<file path="src/hw/rtl/st0_pkg.sv">
// ----------------------------------------------------------------------------
// st0_pkg: shared definitions for the T=0 procedure engine
// Request codes, result kinds, error codes, phase type and fixed values.
// ----------------------------------------------------------------------------
`default_nettype none

package st0_pkg;

  // request operation codes
  localparam logic [1:0] OP_START = 2'd0;
  localparam logic [1:0] OP_BYTE  = 2'd1;
  localparam logic [1:0] OP_TICK  = 2'd2;

  // result kinds
  localparam logic [2:0] KIND_HEADER = 3'd0;
  localparam logic [2:0] KIND_GRANT  = 3'd1;
  localparam logic [2:0] KIND_DATA   = 3'd2;
  localparam logic [2:0] KIND_DONE   = 3'd3;
  localparam logic [2:0] KIND_ERROR  = 3'd4;

  // error codes
  localparam logic [2:0] ERR_HEADER  = 3'd0;
  localparam logic [2:0] ERR_PROC    = 3'd1;
  localparam logic [2:0] ERR_TIMEOUT = 3'd2;
  localparam logic [2:0] ERR_EARLY   = 3'd3;
  localparam logic [2:0] ERR_BUSY    = 3'd4;

  // protocol bytes
  localparam logic [7:0] NULL_BYTE  = 8'h60;
  localparam logic [7:0] CLA_BAD    = 8'hFF;
  localparam logic [3:0] SW_NIBBLE6 = 4'h6;
  localparam logic [3:0] SW_NIBBLE9 = 4'h9;

  localparam logic [8:0]  HEADER_LEN      = 9'd5;
  localparam logic [8:0]  READ_LEN_ZERO   = 9'd256;
  localparam logic [15:0] TIMEOUT_DEFAULT = 16'd2000;

  typedef enum logic [1:0] {
    PH_IDLE = 2'd0,
    PH_PROC = 2'd1,
    PH_SW2  = 2'd2,
    PH_DATA = 2'd3
  } phase_t;

endpackage

`default_nettype wire

</file>
<file path="src/hw/rtl/st0_if.sv">
// ----------------------------------------------------------------------------
// st0 channel interfaces
// Valid/ready channels for engine requests and engine results.
// ----------------------------------------------------------------------------
`default_nettype none

interface st0_cmd_if;
  logic       valid;
  logic       ready;
  logic [1:0] op;
  logic [7:0] cla;
  logic [7:0] ins;
  logic [7:0] p3;
  logic       has_data;
  logic [7:0] rx_byte;

  modport source (output valid, op, cla, ins, p3, has_data, rx_byte, input ready);
  modport sink (input valid, op, cla, ins, p3, has_data, rx_byte, output ready);
endinterface

interface st0_res_if;
  logic       valid;
  logic       ready;
  logic [2:0] kind;
  logic [8:0] count;
  logic [7:0] data_byte;
  logic [7:0] sw1;
  logic [7:0] sw2;
  logic [2:0] error_code;

  modport source (output valid, kind, count, data_byte, sw1, sw2, error_code, input ready);
  modport sink (input valid, kind, count, data_byte, sw1, sw2, error_code, output ready);
endinterface

`default_nettype wire

</file>
<file path="src/hw/rtl/smartcard_t0_procedure_engine.sv">
// ----------------------------------------------------------------------------
// smartcard_t0_procedure_engine
// Reader-side T=0 command exchange: header check, procedure bytes, timeout.
// ----------------------------------------------------------------------------
// One request is taken every clock cycle. Each request is decoded against the
// current exchange state in a single pass of logic and its result, if any,
// lands in the output register on the same edge, visible in the next cycle.
// cmd.ready drops only while the output register holds a result not yet taken.
// The timeout register resets to 2000 ticks; the user writes it via cfg_we/
// cfg_wdata only while the engine is idle, which the block does not enforce.
`default_nettype none

module smartcard_t0_procedure_engine (
  input  wire logic        clk,
  input  wire logic        rst,
  input  wire logic        cfg_we,
  input  wire logic [15:0] cfg_wdata,
  st0_cmd_if.sink          cmd,
  st0_res_if.source        res
);

  // exchange state
  st0_pkg::phase_t phase, phase_next;
  logic [7:0]  ins_code, ins_code_next;
  logic [8:0]  bytes_left, bytes_left_next;
  logic [8:0]  chunk_left, chunk_left_next;
  logic        write_mode, write_mode_next;
  logic [7:0]  held_sw1, held_sw1_next;
  logic [8:0]  reply_count, reply_count_next;
  logic [15:0] idle_ticks, idle_ticks_next;
  logic [15:0] timeout_ticks;

  // result of the current request
  logic        emit;
  logic [2:0]  kind_next;
  logic [8:0]  count_next;
  logic [7:0]  data_next;
  logic [7:0]  sw1_next;
  logic [7:0]  sw2_next;
  logic [2:0]  err_next;

  logic        accept;
  logic        busy;
  logic        hdr_bad;
  logic        rx_null;
  logic        rx_sw;
  logic [7:0]  ack_x;
  logic        ack_all;
  logic        ack_one;
  logic [8:0]  grant;
  logic [15:0] ticks_inc;
  logic [15:0] limit;
  logic        expire;
  logic        early;
  logic [8:0]  chunk_dec;

  assign cmd.ready = !res.valid || res.ready;
  assign accept    = cmd.valid && cmd.ready;
  assign busy      = phase != st0_pkg::PH_IDLE;

  // request decode
  assign hdr_bad = cmd.cla == st0_pkg::CLA_BAD || cmd.ins[7:4] == st0_pkg::SW_NIBBLE6
                   || cmd.ins[7:4] == st0_pkg::SW_NIBBLE9;
  assign rx_null = cmd.rx_byte == st0_pkg::NULL_BYTE;
  assign rx_sw   = cmd.rx_byte[7:4] == st0_pkg::SW_NIBBLE6
                   || cmd.rx_byte[7:4] == st0_pkg::SW_NIBBLE9;
  assign ack_x   = cmd.rx_byte ^ ins_code;
  assign ack_all = ack_x == 8'h00 || ack_x == 8'h01;
  assign ack_one = ack_x == 8'hFF || ack_x == 8'hFE;
  assign grant   = ack_all ? bytes_left : {8'd0, bytes_left != 9'd0};

  // tick and data counters
  assign ticks_inc = idle_ticks + 16'd1;
  assign limit     = (timeout_ticks == 16'd0) ? 16'd1 : timeout_ticks;
  assign expire    = ticks_inc >= limit;
  assign early     = !write_mode && reply_count != 9'd0 && bytes_left != 9'd0;
  assign chunk_dec = chunk_left - {8'd0, chunk_left != 9'd0};

  // next phase
  always_comb begin
    phase_next = phase;
    if (accept) begin
      priority case (cmd.op)
        st0_pkg::OP_START: begin
          if (busy || hdr_bad) begin
            phase_next = st0_pkg::PH_IDLE;
          end else begin
            phase_next = st0_pkg::PH_PROC;
          end
        end
        st0_pkg::OP_TICK: begin
          if (busy && expire) phase_next = st0_pkg::PH_IDLE;
        end
        st0_pkg::OP_BYTE: begin
          unique case (phase)
            st0_pkg::PH_IDLE: phase_next = phase;
            st0_pkg::PH_DATA: begin
              if (chunk_dec == 9'd0) phase_next = st0_pkg::PH_PROC;
            end
            st0_pkg::PH_SW2: phase_next = st0_pkg::PH_IDLE;
            st0_pkg::PH_PROC: begin
              priority if (rx_null) begin
                phase_next = phase;
              end else if (rx_sw) begin
                phase_next = st0_pkg::PH_SW2;
              end else if (ack_all || ack_one) begin
                if (grant != 9'd0 && !write_mode) phase_next = st0_pkg::PH_DATA;
              end else begin
                phase_next = st0_pkg::PH_IDLE;
              end
            end
            default: phase_next = phase;
          endcase
        end
        default: phase_next = phase;
      endcase
    end
  end

  // datapath updates and result
  always_comb begin
    ins_code_next    = ins_code;
    bytes_left_next  = bytes_left;
    chunk_left_next  = chunk_left;
    write_mode_next  = write_mode;
    held_sw1_next    = held_sw1;
    reply_count_next = reply_count;
    idle_ticks_next  = idle_ticks;
    emit       = 1'b0;
    kind_next  = st0_pkg::KIND_HEADER;
    count_next = 9'd0;
    data_next  = 8'd0;
    sw1_next   = 8'd0;
    sw2_next   = 8'd0;
    err_next   = st0_pkg::ERR_HEADER;
    if (accept) begin
      priority case (cmd.op)
        st0_pkg::OP_START: begin
          emit = 1'b1;
          if (busy || hdr_bad) begin
            chunk_left_next = 9'd0;
            idle_ticks_next = 16'd0;
            kind_next       = st0_pkg::KIND_ERROR;
            err_next        = busy ? st0_pkg::ERR_BUSY : st0_pkg::ERR_HEADER;
          end else begin
            write_mode_next  = cmd.has_data;
            ins_code_next    = cmd.ins;
            bytes_left_next  = (!cmd.has_data && cmd.p3 == 8'd0) ? st0_pkg::READ_LEN_ZERO
                                                                 : {1'b0, cmd.p3};
            chunk_left_next  = 9'd0;
            reply_count_next = 9'd0;
            held_sw1_next    = 8'd0;
            idle_ticks_next  = 16'd0;
            count_next       = st0_pkg::HEADER_LEN;
          end
        end
        st0_pkg::OP_TICK: begin
          if (busy) begin
            idle_ticks_next = ticks_inc;
            if (expire) begin
              emit            = 1'b1;
              chunk_left_next = 9'd0;
              idle_ticks_next = 16'd0;
              kind_next       = st0_pkg::KIND_ERROR;
              err_next        = st0_pkg::ERR_TIMEOUT;
            end
          end
        end
        st0_pkg::OP_BYTE: begin
          if (busy) idle_ticks_next = 16'd0;
          unique case (phase)
            st0_pkg::PH_IDLE: emit = 1'b0;
            st0_pkg::PH_DATA: begin
              emit             = 1'b1;
              reply_count_next = reply_count + 9'd1;
              bytes_left_next  = bytes_left - {8'd0, bytes_left != 9'd0};
              chunk_left_next  = chunk_dec;
              kind_next        = st0_pkg::KIND_DATA;
              data_next        = cmd.rx_byte;
            end
            st0_pkg::PH_SW2: begin
              emit = 1'b1;
              if (early) begin
                chunk_left_next = 9'd0;
                kind_next       = st0_pkg::KIND_ERROR;
                err_next        = st0_pkg::ERR_EARLY;
              end else begin
                bytes_left_next = 9'd0;
                kind_next       = st0_pkg::KIND_DONE;
                count_next      = reply_count + 9'd2;
                sw1_next        = held_sw1;
                sw2_next        = cmd.rx_byte;
              end
            end
            st0_pkg::PH_PROC: begin
              priority if (rx_null) begin
                emit = 1'b0;
              end else if (rx_sw) begin
                held_sw1_next = cmd.rx_byte;
              end else if (ack_all || ack_one) begin
                if (grant != 9'd0) begin
                  if (write_mode) begin
                    emit            = 1'b1;
                    bytes_left_next = bytes_left - grant;
                    kind_next       = st0_pkg::KIND_GRANT;
                    count_next      = grant;
                  end else begin
                    chunk_left_next = grant;
                  end
                end
              end else begin
                emit            = 1'b1;
                chunk_left_next = 9'd0;
                idle_ticks_next = 16'd0;
                kind_next       = st0_pkg::KIND_ERROR;
                err_next        = st0_pkg::ERR_PROC;
              end
            end
            default: emit = 1'b0;
          endcase
        end
        default: emit = 1'b0;
      endcase
    end
  end

  // state registers
  always_ff @(posedge clk) begin
    if (rst) begin
      phase         <= st0_pkg::PH_IDLE;
      ins_code      <= 8'd0;
      bytes_left    <= 9'd0;
      chunk_left    <= 9'd0;
      write_mode    <= 1'b0;
      held_sw1      <= 8'd0;
      reply_count   <= 9'd0;
      idle_ticks    <= 16'd0;
      timeout_ticks <= st0_pkg::TIMEOUT_DEFAULT;
    end else begin
      phase       <= phase_next;
      ins_code    <= ins_code_next;
      bytes_left  <= bytes_left_next;
      chunk_left  <= chunk_left_next;
      write_mode  <= write_mode_next;
      held_sw1    <= held_sw1_next;
      reply_count <= reply_count_next;
      idle_ticks  <= idle_ticks_next;
      if (cfg_we) timeout_ticks <= cfg_wdata;
    end
  end

  // output register
  always_ff @(posedge clk) begin
    if (rst) begin
      res.valid <= 1'b0;
    end else if (cmd.ready) begin
      res.valid <= accept && emit;
    end
  end

  always_ff @(posedge clk) begin
    if (cmd.ready) begin
      res.kind       <= kind_next;
      res.count      <= count_next;
      res.data_byte  <= data_next;
      res.sw1        <= sw1_next;
      res.sw2        <= sw2_next;
      res.error_code <= err_next;
    end
  end

  // checks
  a_reset_idle: assert property (@(posedge clk) rst |=> phase == st0_pkg::PH_IDLE)
    else $error("phase not idle after reset");

  a_data_chunk: assert property (@(posedge clk) disable iff (rst)
    phase == st0_pkg::PH_DATA |-> chunk_left != 9'd0)
    else $error("data phase with empty chunk");

  a_idle_ticks: assert property (@(posedge clk) disable iff (rst)
    phase == st0_pkg::PH_IDLE |-> idle_ticks == 16'd0)
    else $error("tick count left over while idle");

  a_grant_nonzero: assert property (@(posedge clk) disable iff (rst)
    res.valid && res.kind == st0_pkg::KIND_GRANT |-> res.count != 9'd0 && write_mode)
    else $error("empty or read-side data grant");

endmodule

`default_nettype wire

</file>
<file path="src/flat_wrapper.sv">
// flat-port wrapper written by rule: the top's interface ports become plain ports
module smartcard_t0_procedure_engine_flat 
  (clk, rst, cfg_we, cfg_wdata, cmd_valid, cmd_op, cmd_cla, cmd_ins, cmd_p3, cmd_has_data, cmd_rx_byte, cmd_ready, res_valid, res_kind, res_count, res_data_byte, res_sw1, res_sw2, res_error_code, res_ready);
  st0_cmd_if cmd_i ();
  st0_res_if res_i ();
  input  wire logic clk;
  input  wire logic rst;
  input  wire logic cfg_we;
  input  wire logic [15:0] cfg_wdata;
  input wire logic [$bits(cmd_i.valid)-1:0] cmd_valid;
  input wire logic [$bits(cmd_i.op)-1:0] cmd_op;
  input wire logic [$bits(cmd_i.cla)-1:0] cmd_cla;
  input wire logic [$bits(cmd_i.ins)-1:0] cmd_ins;
  input wire logic [$bits(cmd_i.p3)-1:0] cmd_p3;
  input wire logic [$bits(cmd_i.has_data)-1:0] cmd_has_data;
  input wire logic [$bits(cmd_i.rx_byte)-1:0] cmd_rx_byte;
  output wire logic [$bits(cmd_i.ready)-1:0] cmd_ready;
  output wire logic [$bits(res_i.valid)-1:0] res_valid;
  output wire logic [$bits(res_i.kind)-1:0] res_kind;
  output wire logic [$bits(res_i.count)-1:0] res_count;
  output wire logic [$bits(res_i.data_byte)-1:0] res_data_byte;
  output wire logic [$bits(res_i.sw1)-1:0] res_sw1;
  output wire logic [$bits(res_i.sw2)-1:0] res_sw2;
  output wire logic [$bits(res_i.error_code)-1:0] res_error_code;
  input wire logic [$bits(res_i.ready)-1:0] res_ready;
  assign cmd_i.valid = cmd_valid;
  assign cmd_i.op = cmd_op;
  assign cmd_i.cla = cmd_cla;
  assign cmd_i.ins = cmd_ins;
  assign cmd_i.p3 = cmd_p3;
  assign cmd_i.has_data = cmd_has_data;
  assign cmd_i.rx_byte = cmd_rx_byte;
  assign cmd_ready = cmd_i.ready;
  assign res_valid = res_i.valid;
  assign res_kind = res_i.kind;
  assign res_count = res_i.count;
  assign res_data_byte = res_i.data_byte;
  assign res_sw1 = res_i.sw1;
  assign res_sw2 = res_i.sw2;
  assign res_error_code = res_i.error_code;
  assign res_i.ready = res_ready;
  smartcard_t0_procedure_engine u_core (.clk(clk), .rst(rst), .cfg_we(cfg_we), .cfg_wdata(cfg_wdata), .cmd(cmd_i), .res(res_i));
endmodule
</file>
<file path="config.mk">
export PLATFORM = sky130hd
export DESIGN_NAME = smartcard_t0_procedure_engine_flat
export DESIGN_NICKNAME = d
export VERILOG_FILES = /design/src/hw/rtl/st0_pkg.sv /design/src/hw/rtl/st0_if.sv /design/src/hw/rtl/smartcard_t0_procedure_engine.sv /design/src/flat_wrapper.sv
export SDC_FILE = /design/constraint.sdc
export NUM_CORES = 1
export LEC_CHECK = 0
export ABC_AREA = 1
export BUFFER_PORTS_ARGS = -buffer_cell sky130_fd_sc_hd__buf_4
export CAP_MARGIN = 25
export CORE_ASPECT_RATIO = 0.9
export CORE_MARGIN = 2
export CORE_UTILIZATION = 40
export CTS_BUF_LIST = sky130_fd_sc_hd__clkbuf_8
export CTS_CLUSTER_SIZE = 40
export DETAILED_ROUTE_END_ITERATION = 16
export SLEW_MARGIN = 40
export SYNTH_ARGS = -nofsm -noshare
export SYNTH_HDL_FRONTEND = slang
export SYNTH_SLANG_ARGS = --single-unit
</file>
<file path="constraint.sdc">
create_clock -name clk -period 4.4 [get_ports clk]
set_input_delay 0 -clock clk [delete_from_list [all_inputs] [get_ports clk]]
set_output_delay 0 -clock clk [all_outputs]
set_load 0.01 [all_outputs]
</file>
Yosys cells after proc, flatten, opt, wreduce, memory -nomap -nowiden

Cells that the tools add are included.

Equal/unequal tests: 35
Order comparisons: 1
Reduce and logical (&&, ||, !) cells: 41
Bitwise logic cells: 5
Multiplexer cells: 87
$add $sub $neg: 6

Operators with widths:

| cell                                                            | number |
|---|---|
| 9-bit 2-to-1 mux                                                | 25 |
| 16-bit 2-to-1 mux                                               | 8 |
| 9-bit case mux with 3 select lines                              | 3 |
| 9-bit case mux with 2 select lines                              | 4 |
| 16-bit case mux with 3 select lines                             | 1 |
| 3-bit 2-to-1 mux                                                | 14 |
| 9-bit nonzero test                                              | 4 |
| 8-bit 2-to-1 mux                                                | 4 |
| 3-bit case mux with 3 select lines                              | 3 |
| 8-bit equality test, second input constant                      | 3 |
| 10-bit AND reduction                                            | 2 |
| 9-bit by 1-bit subtractor with 9-bit output                     | 2 |
| 16-bit by 1-bit adder with 16-bit output, second input constant | 1 |
| 16-bit >= comparator                                            | 1 |
| 16-bit zero test                                                | 1 |
| 8-bit zero test                                                 | 2 |
| 2-bit 2-to-1 mux                                                | 8 |
| 8-bit case mux with 2 select lines                              | 1 |
| 3-bit by 2-bit != test with 1-bit output, second input constant | 5 |
| 2-bit case mux with 3 select lines                              | 2 |
| 1-bit 2-to-1 mux                                                | 11 |
| 2-bit by 1-bit != test with 1-bit output, second input constant | 5 |
| 9-bit by 1-bit adder with 9-bit output, second input constant   | 1 |
| 9-bit by 2-bit adder with 9-bit output, second input constant   | 1 |
| 29 further kinds                                                | 63 |

Register bits after elaboration: 118
Output and inout port bits: 41
Bits of input ports: 56

Longest topological paths before layout

Word-level depth: 13
Depth in mapped cells: 24
Depth with buffers taken out: 24

Worst setup path after synthesis

Ideal clock, no wire load.

Kind: reg2reg
From: reg u_core.idle_ticks[0]
To: reg u_core.idle_ticks[12]
Cell stages (with the launch flop): 19
Arrival time: 2.526 ns
Buffers on the path: 1
Period minus slack after synthesis: 2.596 ns
Setup slack: 1.804 ns
Required time: 4.330 ns
Setup time: 0.070 ns
Cell sequence: dfxtp_1 ha_1 nand3_1 nor2_1 nand2_1 inv_1 nand3_1 nand2_1 inv_1 ha_1 nand2_2 o21bai_1 nand2_1 a21oi_2 nand4_2 clkbuf_2 o21ai_0 nand2_1 a21oi_1

Longest elaborated chain between the ends: 5

RTL lines:

| element                                    | line                                 | source |
|---|---|---|
| from (decl)                                | smartcard_t0_procedure_engine.sv:30  | `logic [15:0] idle_ticks, idle_ticks_next;` |
| from (signal assigned)                     | smartcard_t0_procedure_engine.sv:247 | `idle_ticks <= idle_ticks_next;` |
| 16-bit by 1-bit adder with 16-bit output * | smartcard_t0_procedure_engine.sv:73  | `assign ticks_inc = idle_ticks + 16'd1;` |
| 16-bit >= comparator                       | smartcard_t0_procedure_engine.sv:75  | `assign expire = ticks_inc >= limit;` |
| 16-bit 2-to-1 mux *                        | smartcard_t0_procedure_engine.sv:160 | `if (expire) begin` |
| 16-bit 2-to-1 mux *                        | smartcard_t0_procedure_engine.sv:158 | `if (busy) begin` |
| 16-bit case mux with 3 select lines *      | smartcard_t0_procedure_engine.sv:137 | `priority case (cmd.op)` |

Every way passes the cells marked *; elsewhere a longest branch is shown, timed or not. The select of a mux whose other input is x is not followed.
A chain may end at the register's enable or synchronous reset.

Final worst setup path

From: reg u_core.idle_ticks[0]
To: reg u_core.idle_ticks[2]

Same word-level chain as after synthesis.

==> results.md <==
Floorplan:
- The y dimension of the die is 133 um.
- In this run the core area contains 47 standard-cell rows.
- Once the floorplan was initialized, standard cells occupied 40.5% of the core.
- The die covers 19600 um^2.
- The die is 147 um wide.
- Pin placement for this block handled 97 I/O pins.
- The core region is 18200 um^2.

Cells and area:
- Cells with a size suffix above 1 make up 15.0% of the layout.
- In the layout the commonest cells are 252 x nand2_1, 132 x inv_1, 118 x nor2_1.
- The finished layout holds 1438 standard cells, fillers aside.
- For this run, the post-layout net count is 1277.
- Leaving out fill and tap cells, the most frequent cell in the layout is nand2_1.
- The antenna cell count is 0.
- From synthesis to final layout, the design area changed by 23.3%.

Clocking:
- The number of clock buffers added by TritonCTS is 17.
- The total of cells resized after clock tree synthesis is 0.
- The clock net in this run drives a total of 117 sinks.
- TritonCTS built the clock tree.
- The clock passes through at most 2 buffers.
- After clock tree synthesis, the clock-pin slew on the worst setup and hold paths is 80 ps.
- The H-tree was split into 4 levels.
- The clock latency of the later-clocked register in the worst-skew pair is 440 ps.
- The tree is rooted in a clkbuf_8.

Routing:
- The wire length reported by the detailed router is 19600 um.
- After the first detailed-routing iteration, the DRC count stood at 535.
- The total DRC errors in the routed layout is 0.
- The iteration count of the initial detailed-routing pass is 6.
- The number of vias after detailed routing is 7086.
- Once detail routing completed, the nets flagged for antenna violations numbered 0.
- The final routed wire length divided by cell count is 13.6 um.
- After detailed routing, the number of vias per cell comes to 4.93.

Logic synthesis:
- The async set or reset register ratio after synthesis is 0%.
- Yosys printed 0 warnings.
- The average instance area after synthesis is 7.08 um^2.
- The prevailing post-synth register cell is dfxtp_1.
- After synthesis the netlist holds a flip-flop and latch count of 117.
- The number of synthesized flops with an enable pin is 39.
- The unique cell type count in the Yosys netlist is 49.
- After synthesis, the cell types taking the most area are dfxtp_1 21%, edfxtp_1 16%, nand2_1 13%, ha_1 6.8%, inv_1 6.5%.
- The post-synth net total is 1140.
- The share of the synthesized area in the top cell type is 21.1%.
- Sequential elements use 37.0% of the synthesized area.
- The mapped netlist covers 7380 um^2.
- After technology mapping, the gate count stands at 1043.
- The library cell with the largest summed area after synthesis is dfxtp_1.

Power:
- The power after layout is 2.63 mW.
- Internal power comes to 1.82 mW.
- IR analysis of the VDD net gives a maximum drop of 205 uV.
- The total power per unit cell area is 289 nW/um^2.
- The clock network is responsible for 33.6% of the overall power.
- Combinational cells account for 21.4% of the total power.
- The part of the power in registers is 45.0%.
- The switching portion of total power is 30.8%.
- The analysis attributes to net switching a power of 811 uW.
- The static leakage power is 4.13 nW.

Critical path:
- The signal arrival time at the worst endpoint is 3670 ps.
- The worst setup path is launched from a flop.
- The endpoint class of the critical path is a flop.
- In this run the critical register-to-register path is captured at u_core.idle_ticks[2].
- Along the worst path, the maximum fanout reaches 17.
- The reg-to-reg startpoint is u_core.idle_ticks[0].
- The setup slack of the worst register-to-register path is 1100 ps.
- The type of the worst setup path is flop to flop.
- Data on the critical path is required at its endpoint by 4770 ps.
- The number of cell instances on the worst register-to-register path is 19.

Timing:
- In this run the tightest slew margin relative to its limit is 49.6%.
- The number of hold violations in the final report was 0.
- Setup total negative slack on the finished layout was measured at 0 ps.
- The post-route clock skew is 14.4 ps.
- The actual slew at the worst max-slew pin is 756 ps.
- The smallest hold slack is 2.30 ps.
- The worst path in the final design needs a cycle of 3300 ps, including I/O delays and setup.
- The count of final max-slew check failures is 0.
- The total setup violations reported at the end of the flow is 0.
- Setup repair after global routing left no endpoint under its margin.
- The final critical-path share of the clock period is 75.0%.
- The maximum clock frequency is 303 MHz.

Global route:
- Global routing consumed, over all layers together, 20.7% of the routing resources.
- The initial antenna violation count is 0.
- The wire length of the first global-routing pass is 32500 um.
- The number of global-route vias before repair came to 6489.
- The pin count of the biggest net entering global routing is 43.
- The global route total overflow is 0.

Run:
- The tool flagged a number of max-cap violations equal to 0.

Placement:
- At the end of routability-driven placement, the weighted congestion stood at 0.866.
- Once detailed placement completed, the half-perimeter wirelength came to 14300 um.
- The placed instance count is 1359.
- Port buffering added 95 buffers.

Worst hold path:
- The worst hold path cell count is 2.
- The class of the tightest hold or removal check is primary input to flop.
- The hold path endpoint is u_core.idle_ticks[9].
- The hold path startpoint is rst.

Status:
- The run finished with clean final reports.
==> cells in the mapped netlist, types with 3 or more instances <==
cell	n
inv_1	128
inv_2	12
nor3_1	10
nand3_1	66
nand2_2	6
or2_2	5
a21oi_1	90
ha_1	40
buf_2	9
nor2_4	10
nor2_1	118
xor2_1	16
nor4_1	6
xnor2_1	4
edfxtp_1	39
clkbuf_1	11
nand4_1	30
clkbuf_2	3
o21ai_1	12
dfxtp_1	78
nand3_2	4
nand2_1	253
o21ai_0	52
o22ai_1	7
==> state kept, by name, summed over array words and instances, names as in the netlist <==
signal / count
u_core.bytes_left: 9
u_core.chunk_left: 9
u_core.held_sw1: 8
u_core.idle_ticks: 16
u_core.ins_code: 7
u_core.phase: 2
u_core.reply_count: 9
u_core.res.count: 9
u_core.res.data_byte: 8
u_core.res.error_code: 3
u_core.res.kind: 3
u_core.res.sw1: 8
u_core.res.sw2: 8
u_core.res.valid: 1
u_core.timeout_ticks: 16
u_core.write_mode: 1
==> layout make-up <==
class	instances	area [um^2]
Sequential cell	117	2730
Timing Repair Buffer	144	1200
Tap cell	245	307
Clock inverter	14	98.8
Inverter	142	537
Clock buffer	18	248
Multi-Input combinational cell	758	3980
Fill cell	1868	9130
==> cells by family after synthesis <==
group	count (synthesis)	synth area share [%]
compound gates	177	12.9
xor+xnor	20	2.37
fa+ha+maj	41	7.05
buf+inv	168	9.12
flops	117	37.0
simple gates	520	31.6
==> what timing repair did <==
action / in CTS / in global routing
setup buffers: 0 / 0
hold endpoints to repair: 46 / 0
hold buffers: 47 / 0
==> power by group through the flow <==
stage                     Clock (mW)  Sequential, mW  Combinational [mW]
after detailed placement           0            1.21               0.525
after global routing           0.945            1.19               0.641
final                          0.885            1.18               0.564
after CTS                      0.900            1.18               0.563
after global placement             0            1.21               0.522
after floorplan                    0            1.21               0.365
==> routing by layer <==
metal / track usage, % / vias to the layer above / share of wire, %
met5: 0 / - / 0
met3: 4.14 / 20 / 4.9
met2: 33.3 / 169 / 45
li1: - / 3695 / -
met4: 5.40 / 0 / 1.6
met1: 28.5 / 3202 / 49
==> metrics by stage <==
stage	setup WS [ps]	area [um^2]	util, %
after global routing	743	9100	49.9
after CTS	1110	9100	49.9
after global placement	1180	8290	45.4
after floorplan	1800	7380	-
after detailed placement	1130	8290	45.4
final	1100	9100	49.9
==> worst max path at each step <==
stage	depth (start not counted)	to	slack, ps	start
5_1_grt	18	u_core.chunk_left[0]	740	u_core.idle_ticks[0]
2_1_floorplan	18	u_core.idle_ticks[12]	1800	u_core.idle_ticks[0]
6_report	19	u_core.idle_ticks[2]	1100	u_core.idle_ticks[0]
4_1_cts	19	u_core.idle_ticks[2]	1110	u_core.idle_ticks[0]
3_3_place_gp	18	u_core.chunk_left[0]	1180	u_core.idle_ticks[0]
3_5_place_dp	18	u_core.chunk_left[0]	1130	u_core.idle_ticks[0]
==> worst max-delay path: stages (launching register included) <==
cell      delay [ps]
dfxtp_1          440
ha_1             220
nand3_1          160
nor2_1           160
nand2_1          100
inv_1             80
nand3_1           70
nand2_1          100
inv_1             40
ha_1             290
nand2_2           80
o21bai_1         110
nand2_1           70
a21oi_2          140
nand4_2          430
inv_1            390
nand2_1           90
nand2_1           70
nand2_1           50
a21oi_1          130
(Power assumes the default switching activity.)
